===== src/rtl/cvts_pkg.sv =====
// Package for the copy vector thread split block: payload types, widths and
// configuration register indexes. No dependencies.
package cvts_pkg;

  localparam int MAX_VECTOR_BITS_DEF = 128;
  localparam int DIV_W = 48;
  localparam int GCD_W = 16;
  localparam int THR_W = 11;
  localparam int CFG_AW = 1;
  localparam int CFG_DW = 11;

  localparam logic [CFG_AW-1:0] CFG_TOTAL_THREADS = 1'd0;
  localparam logic [CFG_AW-1:0] CFG_FAVOR_PRED = 1'd1;

  typedef struct packed {
    logic [15:0] alignment;
    logic [7:0]  element_bits;
    logic [1:0]  num_dims;
    logic [15:0] size_inner;
    logic [15:0] size_middle;
    logic [15:0] size_outer;
  } in_t;

  typedef struct packed {
    logic [7:0]       vector_size;
    logic [THR_W-1:0] threads_inner;
    logic [THR_W-1:0] threads_middle;
    logic [THR_W-1:0] threads_outer;
    logic [15:0]      tile_inner;
    logic [15:0]      tile_middle;
    logic [15:0]      tile_outer;
    logic             predicated;
    logic             width_error;
  } out_t;

endpackage


===== src/rtl/cvts_div.sv =====
// Iterative restoring divider, one quotient bit per cycle.
// Depends on nothing outside this file.
module cvts_div #(
  parameter int W = 48
) (
  input  logic         clk,
  input  logic         rst_n,
  input  logic         start,
  input  logic [W-1:0] dividend,
  input  logic [W-1:0] divisor,
  output logic         done,
  output logic [W-1:0] quo,
  output logic [W-1:0] rem
);

  localparam int CW = $clog2(W + 1);

  logic [CW-1:0] cnt_r;
  logic          done_r;
  logic [W-1:0]  q_r;
  logic [W-1:0]  r_r;
  logic [W-1:0]  d_r;
  logic [W:0]    shifted;
  logic          fits;

  assign shifted = {r_r, q_r[W-1]};
  assign fits = shifted >= {1'b0, d_r};

  always_ff @(posedge clk) begin
    if (!rst_n) begin
      cnt_r  <= '0;
      done_r <= 1'b0;
    end else begin
      done_r <= 1'b0;
      if (start) begin
        cnt_r <= CW'(W);
      end else if (cnt_r != '0) begin
        cnt_r <= cnt_r - 1'b1;
        if (cnt_r == CW'(1)) begin
          done_r <= 1'b1;
        end
      end
    end
  end

  always_ff @(posedge clk) begin
    if (start) begin
      q_r <= dividend;
      r_r <= '0;
      d_r <= divisor;
    end else if (cnt_r != '0) begin
      if (fits) begin
        r_r <= W'(shifted - {1'b0, d_r});
      end else begin
        r_r <= shifted[W-1:0];
      end
      q_r <= {q_r[W-2:0], fits};
    end
  end

  assign done = done_r;
  assign quo  = q_r;
  assign rem  = r_r;

endmodule


===== src/rtl/copy_vector_thread_split.sv =====
// Copy vector thread split: one request in, one result out, all divisions on one shared iterative
// divider. A request needs up to one lane division, two gcd chains, up to log2(lanes)+1 halving
// tests and, per dimension, a gcd chain, a thread and a tile division, with a scale division for
// the inner dimension only. The block takes no new request until the previous result has gone to
// the output register. Synchronous active-low reset clears the sequencer and the result valid.
module copy_vector_thread_split #(
  parameter int MAX_VECTOR_BITS = cvts_pkg::MAX_VECTOR_BITS_DEF
) (
  input  logic                    clk,
  input  logic                    rst_n,
  input  logic                    in_valid,
  output logic                    in_ready,
  input  cvts_pkg::in_t           in_data,
  output logic                    out_valid,
  input  logic                    out_ready,
  output cvts_pkg::out_t          out_data,
  input  logic                    cfg_we,
  input  logic [cvts_pkg::CFG_AW-1:0] cfg_addr,
  input  logic [cvts_pkg::CFG_DW-1:0] cfg_wdata
);
  import cvts_pkg::*;

  localparam int VW = $clog2(MAX_VECTOR_BITS + 1);

  localparam logic [4:0] S_IDLE    = 5'd0;
  localparam logic [4:0] S_LANES   = 5'd1;
  localparam logic [4:0] S_LANES_W = 5'd2;
  localparam logic [4:0] S_GCD     = 5'd3;
  localparam logic [4:0] S_GCD_W   = 5'd4;
  localparam logic [4:0] S_G1_DONE = 5'd5;
  localparam logic [4:0] S_G2_DONE = 5'd6;
  localparam logic [4:0] S_MUL2    = 5'd7;
  localparam logic [4:0] S_PRED    = 5'd8;
  localparam logic [4:0] S_PRED_DV = 5'd9;
  localparam logic [4:0] S_PRED_W  = 5'd10;
  localparam logic [4:0] S_SPLIT   = 5'd11;
  localparam logic [4:0] S_DIM     = 5'd12;
  localparam logic [4:0] S_SCALE_W = 5'd13;
  localparam logic [4:0] S_DIM_G   = 5'd14;
  localparam logic [4:0] S_REM_W   = 5'd15;
  localparam logic [4:0] S_TILE    = 5'd16;
  localparam logic [4:0] S_TILE_W  = 5'd17;
  localparam logic [4:0] S_DONE    = 5'd18;

  logic [THR_W-1:0]    cfg_threads_r;
  logic                cfg_favor_r;
  logic [4:0]          state_r;
  logic [4:0]          ret_r;
  in_t                 in_r;
  logic [1:0]          nd_r;
  logic [THR_W-1:0]    threads_r;
  logic                pred_r;
  logic                werr_r;
  logic [VW-1:0]       lanes_r;
  logic [VW-1:0]       maxvec_r;
  logic [VW-1:0]       vec_r;
  logic [GCD_W-1:0]    a_r;
  logic [GCD_W-1:0]    b_r;
  logic [31:0]         cnt32_r;
  logic [DIV_W-1:0]    count_r;
  logic [THR_W+VW-1:0] prod_r;
  logic [1:0]          d_r;
  logic [THR_W-1:0]    rem_thr_r;
  logic [THR_W-1:0]    g_r;
  logic [THR_W-1:0]    thr_r [3];
  logic [15:0]         tile_r [3];
  logic                out_valid_r;
  out_t                out_r;

  logic                div_start;
  logic [DIV_W-1:0]    div_a;
  logic [DIV_W-1:0]    div_b;
  logic                div_done;
  logic [DIV_W-1:0]    div_quo;
  logic [DIV_W-1:0]    div_rem;
  logic                ebits_ok;
  logic [15:0]         dim_sel;

  assign ebits_ok = (in_r.element_bits != 8'd0) &&
                    (32'(in_r.element_bits) <= MAX_VECTOR_BITS);
  assign dim_sel = (d_r == 2'd0) ? in_r.size_inner :
                   (d_r == 2'd1) ? in_r.size_middle : in_r.size_outer;

  always_ff @(posedge clk) begin
    if (!rst_n) begin
      cfg_threads_r <= THR_W'(32);
      cfg_favor_r   <= 1'b0;
    end else if (cfg_we) begin
      case (cfg_addr)
        CFG_TOTAL_THREADS: cfg_threads_r <= cfg_wdata;
        CFG_FAVOR_PRED:    cfg_favor_r   <= cfg_wdata[0];
        default: ;
      endcase
    end
  end

  always_comb begin
    div_start = 1'b0;
    div_a     = '0;
    div_b     = '0;
    case (state_r)
      S_LANES: begin
        div_start = ebits_ok;
        div_a     = DIV_W'(MAX_VECTOR_BITS);
        div_b     = DIV_W'(in_r.element_bits);
      end
      S_GCD: begin
        div_start = (b_r != '0);
        div_a     = DIV_W'(a_r);
        div_b     = DIV_W'(b_r);
      end
      S_PRED_DV: begin
        div_start = 1'b1;
        div_a     = count_r;
        div_b     = DIV_W'(prod_r);
      end
      S_DIM: begin
        div_start = (d_r == 2'd0);
        div_a     = DIV_W'(in_r.size_inner);
        div_b     = DIV_W'(vec_r);
      end
      S_DIM_G: begin
        div_start = 1'b1;
        div_a     = DIV_W'(rem_thr_r);
        div_b     = DIV_W'(a_r);
      end
      S_TILE: begin
        div_start = 1'b1;
        div_a     = DIV_W'(17'(dim_sel) + 17'(g_r) - 17'd1);
        div_b     = DIV_W'(g_r);
      end
      default: ;
    endcase
  end

  cvts_div #(
    .W(DIV_W)
  ) u_div (
    .clk      (clk),
    .rst_n    (rst_n),
    .start    (div_start),
    .dividend (div_a),
    .divisor  (div_b),
    .done     (div_done),
    .quo      (div_quo),
    .rem      (div_rem)
  );

  always_ff @(posedge clk) begin
    if (!rst_n) begin
      state_r     <= S_IDLE;
      out_valid_r <= 1'b0;
    end else begin
      if (out_valid_r && out_ready && (state_r != S_DONE)) begin
        out_valid_r <= 1'b0;
      end
      case (state_r)
        S_IDLE: begin
          if (in_valid) begin
            in_r      <= in_data;
            nd_r      <= (in_data.num_dims == 2'd0) ? 2'd1 : in_data.num_dims;
            threads_r <= (cfg_threads_r == '0) ? THR_W'(1) : cfg_threads_r;
            pred_r    <= cfg_favor_r;
            for (int i = 0; i < 3; i++) begin
              thr_r[i]  <= '0;
              tile_r[i] <= '0;
            end
            state_r <= S_LANES;
          end
        end
        S_LANES: begin
          a_r   <= in_r.alignment;
          b_r   <= in_r.size_inner;
          ret_r <= S_G1_DONE;
          if (ebits_ok) begin
            state_r <= S_LANES_W;
          end else begin
            lanes_r <= VW'(1);
            werr_r  <= 1'b1;
            state_r <= S_GCD;
          end
        end
        S_LANES_W: begin
          if (div_done) begin
            lanes_r <= div_quo[VW-1:0];
            werr_r  <= (div_rem != '0);
            state_r <= S_GCD;
          end
        end
        S_GCD: begin
          state_r <= (b_r == '0) ? ret_r : S_GCD_W;
        end
        S_GCD_W: begin
          if (div_done) begin
            a_r     <= b_r;
            b_r     <= div_rem[GCD_W-1:0];
            state_r <= S_GCD;
          end
        end
        S_G1_DONE: begin
          b_r     <= GCD_W'(lanes_r);
          ret_r   <= S_G2_DONE;
          state_r <= S_GCD;
        end
        S_G2_DONE: begin
          maxvec_r <= (a_r == '0) ? VW'(1) : a_r[VW-1:0];
          vec_r    <= (a_r == '0) ? VW'(1) : a_r[VW-1:0];
          cnt32_r  <= 32'(in_r.size_inner) *
                      32'((nd_r != 2'd1) ? in_r.size_middle : 16'd1);
          state_r  <= S_MUL2;
        end
        S_MUL2: begin
          count_r <= DIV_W'(cnt32_r) *
                     DIV_W'((nd_r == 2'd3) ? in_r.size_outer : 16'd1);
          state_r <= S_PRED;
        end
        S_PRED: begin
          if (pred_r) begin
            state_r <= S_SPLIT;
          end else if (vec_r == '0) begin
            vec_r   <= maxvec_r;
            pred_r  <= 1'b1;
            state_r <= S_SPLIT;
          end else begin
            prod_r  <= (THR_W+VW)'(threads_r) * (THR_W+VW)'(vec_r);
            state_r <= S_PRED_DV;
          end
        end
        S_PRED_DV: begin
          state_r <= S_PRED_W;
        end
        S_PRED_W: begin
          if (div_done) begin
            if (div_rem == '0) begin
              state_r <= S_SPLIT;
            end else begin
              vec_r   <= vec_r >> 1;
              state_r <= S_PRED;
            end
          end
        end
        S_SPLIT: begin
          d_r       <= 2'd0;
          rem_thr_r <= threads_r;
          state_r   <= S_DIM;
        end
        S_DIM: begin
          if (d_r == 2'd0) begin
            state_r <= S_SCALE_W;
          end else begin
            a_r     <= GCD_W'(rem_thr_r);
            b_r     <= dim_sel;
            ret_r   <= S_DIM_G;
            state_r <= S_GCD;
          end
        end
        S_SCALE_W: begin
          if (div_done) begin
            a_r     <= GCD_W'(rem_thr_r);
            b_r     <= div_quo[GCD_W-1:0];
            ret_r   <= S_DIM_G;
            state_r <= S_GCD;
          end
        end
        S_DIM_G: begin
          g_r        <= a_r[THR_W-1:0];
          thr_r[d_r] <= a_r[THR_W-1:0];
          state_r    <= S_REM_W;
        end
        S_REM_W: begin
          if (div_done) begin
            rem_thr_r <= div_quo[THR_W-1:0];
            state_r   <= S_TILE;
          end
        end
        S_TILE: begin
          state_r <= S_TILE_W;
        end
        S_TILE_W: begin
          if (div_done) begin
            tile_r[d_r] <= div_quo[15:0];
            if (d_r == nd_r - 2'd1) begin
              state_r <= S_DONE;
            end else begin
              d_r     <= d_r + 2'd1;
              state_r <= S_DIM;
            end
          end
        end
        S_DONE: begin
          if (!out_valid_r || out_ready) begin
            out_valid_r <= 1'b1;
            state_r     <= S_IDLE;
          end
        end
        default: state_r <= S_IDLE;
      endcase
    end
  end

  always_ff @(posedge clk) begin
    if ((state_r == S_DONE) && (!out_valid_r || out_ready)) begin
      out_r.vector_size    <= 8'(vec_r);
      out_r.threads_inner  <= thr_r[0];
      out_r.threads_middle <= thr_r[1];
      out_r.threads_outer  <= thr_r[2];
      out_r.tile_inner     <= tile_r[0];
      out_r.tile_middle    <= tile_r[1];
      out_r.tile_outer     <= tile_r[2];
      out_r.predicated     <= pred_r;
      out_r.width_error    <= werr_r;
    end
  end

  assign in_ready  = (state_r == S_IDLE);
  assign out_valid = out_valid_r;
  assign out_data  = out_r;

  a_accept_starts: assert property (@(posedge clk) disable iff (!rst_n)
    in_valid && in_ready |=> state_r == S_LANES)
    else $error("accepted transfer did not start the sequence");

  a_div_done_waits: assert property (@(posedge clk) disable iff (!rst_n)
    div_done |-> (state_r == S_LANES_W || state_r == S_GCD_W ||
                  state_r == S_PRED_W || state_r == S_SCALE_W ||
                  state_r == S_REM_W || state_r == S_TILE_W))
    else $error("divider finished while the sequencer was not waiting");

  a_vec_nonzero: assert property (@(posedge clk) disable iff (!rst_n)
    state_r == S_DIM |-> vec_r != '0)
    else $error("vector size is zero during the thread split");

  a_gcd_nonzero: assert property (@(posedge clk) disable iff (!rst_n)
    state_r == S_DIM_G |-> a_r != '0)
    else $error("thread count of a dimension is zero");

endmodule


===== config.mk =====
export PLATFORM = sky130hd
export DESIGN_NAME = copy_vector_thread_split
export DESIGN_NICKNAME = d
export VERILOG_FILES = /design/src/rtl/cvts_pkg.sv /design/src/rtl/cvts_div.sv /design/src/rtl/copy_vector_thread_split.sv
export SDC_FILE = /design/constraint.sdc
export NUM_CORES = 2
export LEC_CHECK = 0
export BUFFER_PORTS_ARGS = -buffer_cell sky130_fd_sc_hd__clkbuf_2
export CAP_MARGIN = 15
export CORE_ASPECT_RATIO = 0.75
export CORE_MARGIN = 4
export CORE_UTILIZATION = 25
export CTS_BUF_LIST = sky130_fd_sc_hd__clkbuf_4
export DETAILED_ROUTE_END_ITERATION = 16
export HOLD_SLACK_MARGIN = 0.06
export PLACE_DENSITY_LB_ADDON = 0.25
export SKIP_LAST_GASP = 1
export SLEW_MARGIN = 15
export SYNTH_ARGS = -nofsm -noshare
export SYNTH_HDL_FRONTEND = slang
export SYNTH_SLANG_ARGS = --single-unit

===== constraint.sdc =====
create_clock -name clk -period 10.15 [get_ports clk]
set_input_delay 1.015 -clock clk [delete_from_list [all_inputs] [get_ports clk]]
set_output_delay 1.015 -clock clk [all_outputs]
set_load 0.02 [all_outputs]

Word-level counts from Yosys, hierarchy flattened
Memory sizes are Yosys's and may differ from the RTL's. A register that Yosys moved wholly into a read port is not among the register bits.
Cells that the tools add are included.

storage, ports and cells
  bits in registers = 450
  memory bits (writable) = 81
  bits of input ports = 91
  output and inout port bits = 93
  logic and storage cells = 219
  memories kept = 2

memories
  name    depth  bits a word  read ports  clocked after memory_dff  wr ports  line                            RTL
  tile_r  3      16           3           3                         3         copy_vector_thread_split.sv:66  logic [15:0] tile_r [3];
  thr_r   3      11           3           3                         3         copy_vector_thread_split.sv:65  logic [THR_W-1:0] thr_r [3];

cells by class
  $add $sub $neg = 6
  $mul = 3
  order comparisons = 2
  eq/ne operators = 39
  muxes and demuxes = 79
  bitwise operators = 5
  reduce and logical (&&, ||, !) cells = 49

operators by type and width
  kind                number
  $pmux 48 s6         1
  $mux 16             11
  $mux 48             3
  $pmux 19 s6         1
  $pmux 5 s17         1
  $pmux 16 s5         1
  $pmux 16 s4         1
  $mux 8              7
  $mux 5              10
  $ge 49x48->1        1
  $logic_not 48->1    1
  $mul 32x16->48      1
  $reduce_bool 48->1  1
  $sub 48x48->48      1
  $eq 5x4->1 const B  8
  $logic_not 16->1    2
  $mul 16x16->32      1
  $pmux 8 s3          1
  $mux 1              23
  $mux 11             2
  $pmux 11 s2         1
  $eq 5x3->1 const B  4
  $pmux 5 s4          1
  $mul 11x8->19       1
  other kinds (47)    98

Depth between registers and ports, before layout
  depth in word-level cells = 7
  depth in mapped cells = 29
  gate-level depth less buffers = 27

Cells and area by module
From an unflattened synthesis, not the netlist that was laid out.

second synthesis, totals
  cell total of the unflattened synthesis = 5502
  area, all modules = 55276.8 um^2

modules (own cells, without submodules)
  module                    times used  cells each  area an instance (um^2)  sequential area each (um^2)
  copy_vector_thread_split  1           4578        46392.0                  13603.0
  cvts_div                  1           924         8884.8                   3983.8

Worst setup path after synthesis
OpenSTA, ideal clock, no wires.

  path kind = register to register
  start = register nd_r[0]
  end = register cnt32_r[31] (data pin)
  setup time = 0.260 ns
  data arrival time = 6.900 ns
  required time = 9.890 ns
  path slack = 2.991 ns
  stages on the path, launching flop included = 28
  buffers on the path = 2
  clock period less this slack = 7.159 ns
  cell sequence = edfxtp_1 > ha_1 > clkbuf_1 > nor2b_1 > clkbuf_1 > nand2_1 > fa_1 > inv_1 > fa_1 > inv_1 > fa_1 > inv_1 > fa_1 > inv_1 > fa_1 > inv_1 > fa_1 > ha_1 > a21oi_1 > nor2b_1 > o21ai_0 > a21oi_1 > a211oi_1 > o21ai_1 > a21o_1 > or4b_1 > a31oi_1 > xnor2_1

between the ends
  longest elaborated chain between the ends = 3

ends and longest elaborated chain
  element                 line                             RTL
  start, declared         copy_vector_thread_split.sv:50   logic [1:0] nd_r;
  start signal, assigned  copy_vector_thread_split.sv:161  nd_r <= (in_data.num_dims == 2'd0) ? 2'd1 : in_data.num_dims;
  $ne 2x1->1              copy_vector_thread_split.sv:209  32'((nd_r != 2'd1) ? in_r.size_middle : 16'd1);
  $mux 16                 copy_vector_thread_split.sv:209
  $mul 16x16->32          copy_vector_thread_split.sv:208  cnt32_r <= 32'(in_r.size_inner) *
  end signal, assigned    copy_vector_thread_split.sv:208
  end, declared           copy_vector_thread_split.sv:59   logic [31:0] cnt32_r;

No other way between the ends.
A chain may end at the register's enable or synchronous reset.

Worst setup path after layout
  start = register nd_r[0]
  end = register count_r[45] (data pin)

between the ends
  longest elaborated chain between the ends = 3

ends and longest elaborated chain
  element               line                             RTL
  $eq 2x2->1            copy_vector_thread_split.sv:214  DIV_W'((nd_r == 2'd3) ? in_r.size_outer : 16'd1);
  $mux 16               copy_vector_thread_split.sv:214
  $mul 32x16->48        copy_vector_thread_split.sv:213  count_r <= DIV_W'(cnt32_r) *
  end signal, assigned  copy_vector_thread_split.sv:213
  end, declared         copy_vector_thread_split.sv:60   logic [DIV_W-1:0] count_r;

No other way between the ends.

==> results.cfg <==
[critical_path]
critical_path_buf_inv_count = 4
reg2reg_slack_ns = 1.60
rr_startpoint = nd_r[0]$_SDFFCE_PN1P_
path_delay_family = adder cells
cp.arrival_ns = 9.36
cp-startpoint = nd_r[0]$_SDFFCE_PN1P_
required_ns = 10.96
critPathMostFrequentCell = fa_1
critPathCaptureType = register
cpPeakStageDelay_ns = 0.75
rr_endpoint = count_r[45]$_DFFE_PP_
reg2reg_depth = 23
crit_type = register to register
crit_fanout = 102
crit_chain = ha_4 -> and2_1 -> buf_4 -> nand2_1 -> fa_1 -> inv_1 -> fa_1 -> fa_1 -> fa_1 -> fa_1 -> inv_1 -> fa_1 -> inv_1 -> ha_1 -> a21oi_1 -> o21ai_0 -> a221o_1 -> a21o_1 -> a31oi_1 -> o21ai_1 -> nor2b_1 -> a221oi_1 -> xnor2_1
crit_path_start_kind = register
slowest_stage = ha_4

[synthesis]
ys_seq_area_frac = 0.321
synth-async-reset-ratio = 0
synth_top_cell_area_share = 0.293
synth_ff_type = edfxtp_1
synth_compound_area_frac = 0.0807
synth_xor_area_frac = 0.0231
synthMuxAreaShare = 0.00699
synth_common_cells = inv_1 (840), nand2_1 (758), fa_1 (668)
yosysTopAreaCell = edfxtp_1
synth_area_per_cell_um2 = 10.2
ys_seq_elements = 581
synth_area_leaders = edfxtp_1 (29%), fa_1 (26%), ha_1 (7.6%), inv_1 (6.1%), nand2_1 (5.5%)
synthCells = 5126
yosys_warnings = 0
synth_edf_count = 508
syn-num-nets = 6202
synth_top_family_by_area = adder cells
synth_most_common_cell = inv_1
syn-cell-area_um2 = 52100
yosysUniqueCellTypes = 86
synthAdderAreaFrac = 0.333
yosys.area_share.simple = 0.153

[floorplanning]
placeableCoreArea_um2 = 206000
rows = 144
dieArea_um2 = 216000
die_width_um = 535
initial_core_util = 0.252
die_h_um = 403
ios = 184

[grt]
grt_pass1_vias = 39200
globalRouteOverflowTotal = 0
grt_pass1_wl_mm = 255
grtUsageTotal = 0.156
antenna_found_initial = 24
grt_max_degree = 103

[timing]
worst_slew_pin_slew_ns = 1.18
final.min_clock_period_ns = 8.55
fin_crit_sh = 0.842
relSlewSlack = 0.214
fin_hold_ws_ns = 0.187
rsz0062_at_grt = no
setup_tns_ns = 0
fmax_mhz = 117
drv_slew = 0
setup_viol = 0
fin_ws_ns = 1.60
skew_ns = 0.166
hold_viol_final = 0

[route]
postRouteAntennaNets = 0
first_iter_violations = 4001
drc = 0
wire_per_inst_um = 20.8
via_per_inst = 4.65
vias = 38300
wl_mm = 171
drt_pre_antenna_iters = 6

[placed_design]
port_buffers = 183
pre_cts_ws_ns = 1.51
gp_congestion = 0.877
dpl.cell_count = 7888
placed_area_um2 = 56100
hpwl_mm = 130

[run]
max_cap_violations = 0

[cts]
clk_pin_slew_ns = 0.06
clock_path_buffers = 4
cts_buffers = 164
h-tree-depth = 4
ctsRootBufferMaster = clkbuf_4
postCtsSetupRepairBufs = 0
clk_latency_ns = 1.11
cts_tree = done
clock_sinks = 581

[finish]
syn_to_final_growth_pct = 12.8
drive_above_1_share = 0.104
stdcell_count = 8233
final_nets = 6421
fillers = 21700
seq_area_um2 = 16700
design_area_um2 = 58700
utilization = 0.285
multi_input_area_um2 = 31200

[worst_hold_path]
hp-start = cfg_wdata[0]
hp-class = input pin to register
min_to = cfg_threads_r[0]$_SDFFE_PN0P_
min_path_cells = 3

[pwr]
leakage_nw = 25.9
powerDensity_nw_per_um2 = 308
irDropWorstVdd_mv = 0.422
total_power_mw = 18.1

[status]
status = finished, final reports clean
[how the worst max path moves through the flow]
stage	cells past startpoint	to
floorplan	27	cnt32_r[31]$_DFFE_PP_
global placement	24	cnt32_r[29]$_DFFE_PP_
detailed placement	23	count_r[42]$_DFFE_PP_
CTS	23	count_r[42]$_DFFE_PP_
global route	23	count_r[46]$_DFFE_PP_
finish	23	count_r[45]$_DFFE_PP_
[area by class of cell]
type | instances | area share
Tap cell | 2774 | 0.0591
Clock buffer | 225 | 0.0288
Multi-Input combinational cell | 3420 | 0.531
Timing Repair Buffer | 338 | 0.0384
Antenna cell | 8 | 0.000341
Clock inverter | 47 | 0.00411
Sequential cell | 581 | 0.285
Inverter | 840 | 0.0537
[routing by layer]
layer	wire length, um	track usage	vias to the layer above
met4	3480	0.0360	12
met3	16300	0.0409	218
li1	-	-	17200
met2	67900	0.212	1488
met1	83100	0.241	19300
met5	76	0	-
[registers in the layout (all words and copies together) (netlist names), 8 cells and up]
register / count
out_data: 91
in_r: 72
count_r: 48
tile_r: 48
u_div.quo: 48
u_div.rem: 48
thr_r: 33
cnt32_r: 32
prod_r: 19
u_div.d_r: 19
a_r: 16
b_r: 16
cfg_threads_r: 11
g_r: 11
rem_thr_r: 11
threads_r: 11
lanes_r: 8
maxvec_r: 8
vec_r: 8
[cell usage in the layout (no fill, tap or decap), drive strengths merged, types with 26 or more instances in the layout]
cell type and count:
a21o 47, a21oi 167, a222oi 34, a22oi 62, a31oi 26, and2 255, and3 218, buf 90
clkbuf 408, clkinv 40, dfxtp 73, dlygate4sd3 65, edfxtp 508, fa 668, ha 317, inv 844
nand2 758, nand2b 28, nand3 38, nor2 149, nor2b 39, nor3 41, nor4 28, o21ai 130
xnor2 83, xor2 54
[worst register-to-register path: stages (launching register included)]
cell,delay (ns)
edfxtp_1,0.45
ha_4,0.76
and2_1,0.65
buf_4,0.37
nand2_1,0.12
fa_1,0.57
inv_1,0.05
fa_1,0.52
fa_1,0.66
fa_1,0.46
fa_1,0.50
inv_1,0.05
fa_1,0.47
inv_1,0.04
ha_1,0.36
a21oi_1,0.22
o21ai_0,0.14
a221o_1,0.32
a21o_1,0.17
a31oi_1,0.52
o21ai_1,0.30
nor2b_1,0.22
a221oi_1,0.34
xnor2_1,0.10
[kinds of logic after synthesis]
logic type	Yosys count
AO/OA/AOI/OAI	633
multiplexers	35
buffers and inverters	1125
adder cells (fa/ha/maj)	985
AND/OR/NAND/NOR	1630
XOR/XNOR	137
flip-flops	581
[repair_timing]
action | CTS | global route
hold buffers | 65 | 0
gates resized for setup | 0 | 0
endpoints found under the hold margin | 65 | 0
[power by group]
group | switching [mW] | internal, mW | total, mW
clock | 1.08 | 1.07 | 2.15
combinational | 7.18 | 4.67 | 11.8
sequential | 0.538 | 3.57 | 4.11
No activity file was read; power rests on OpenSTA's default activity.
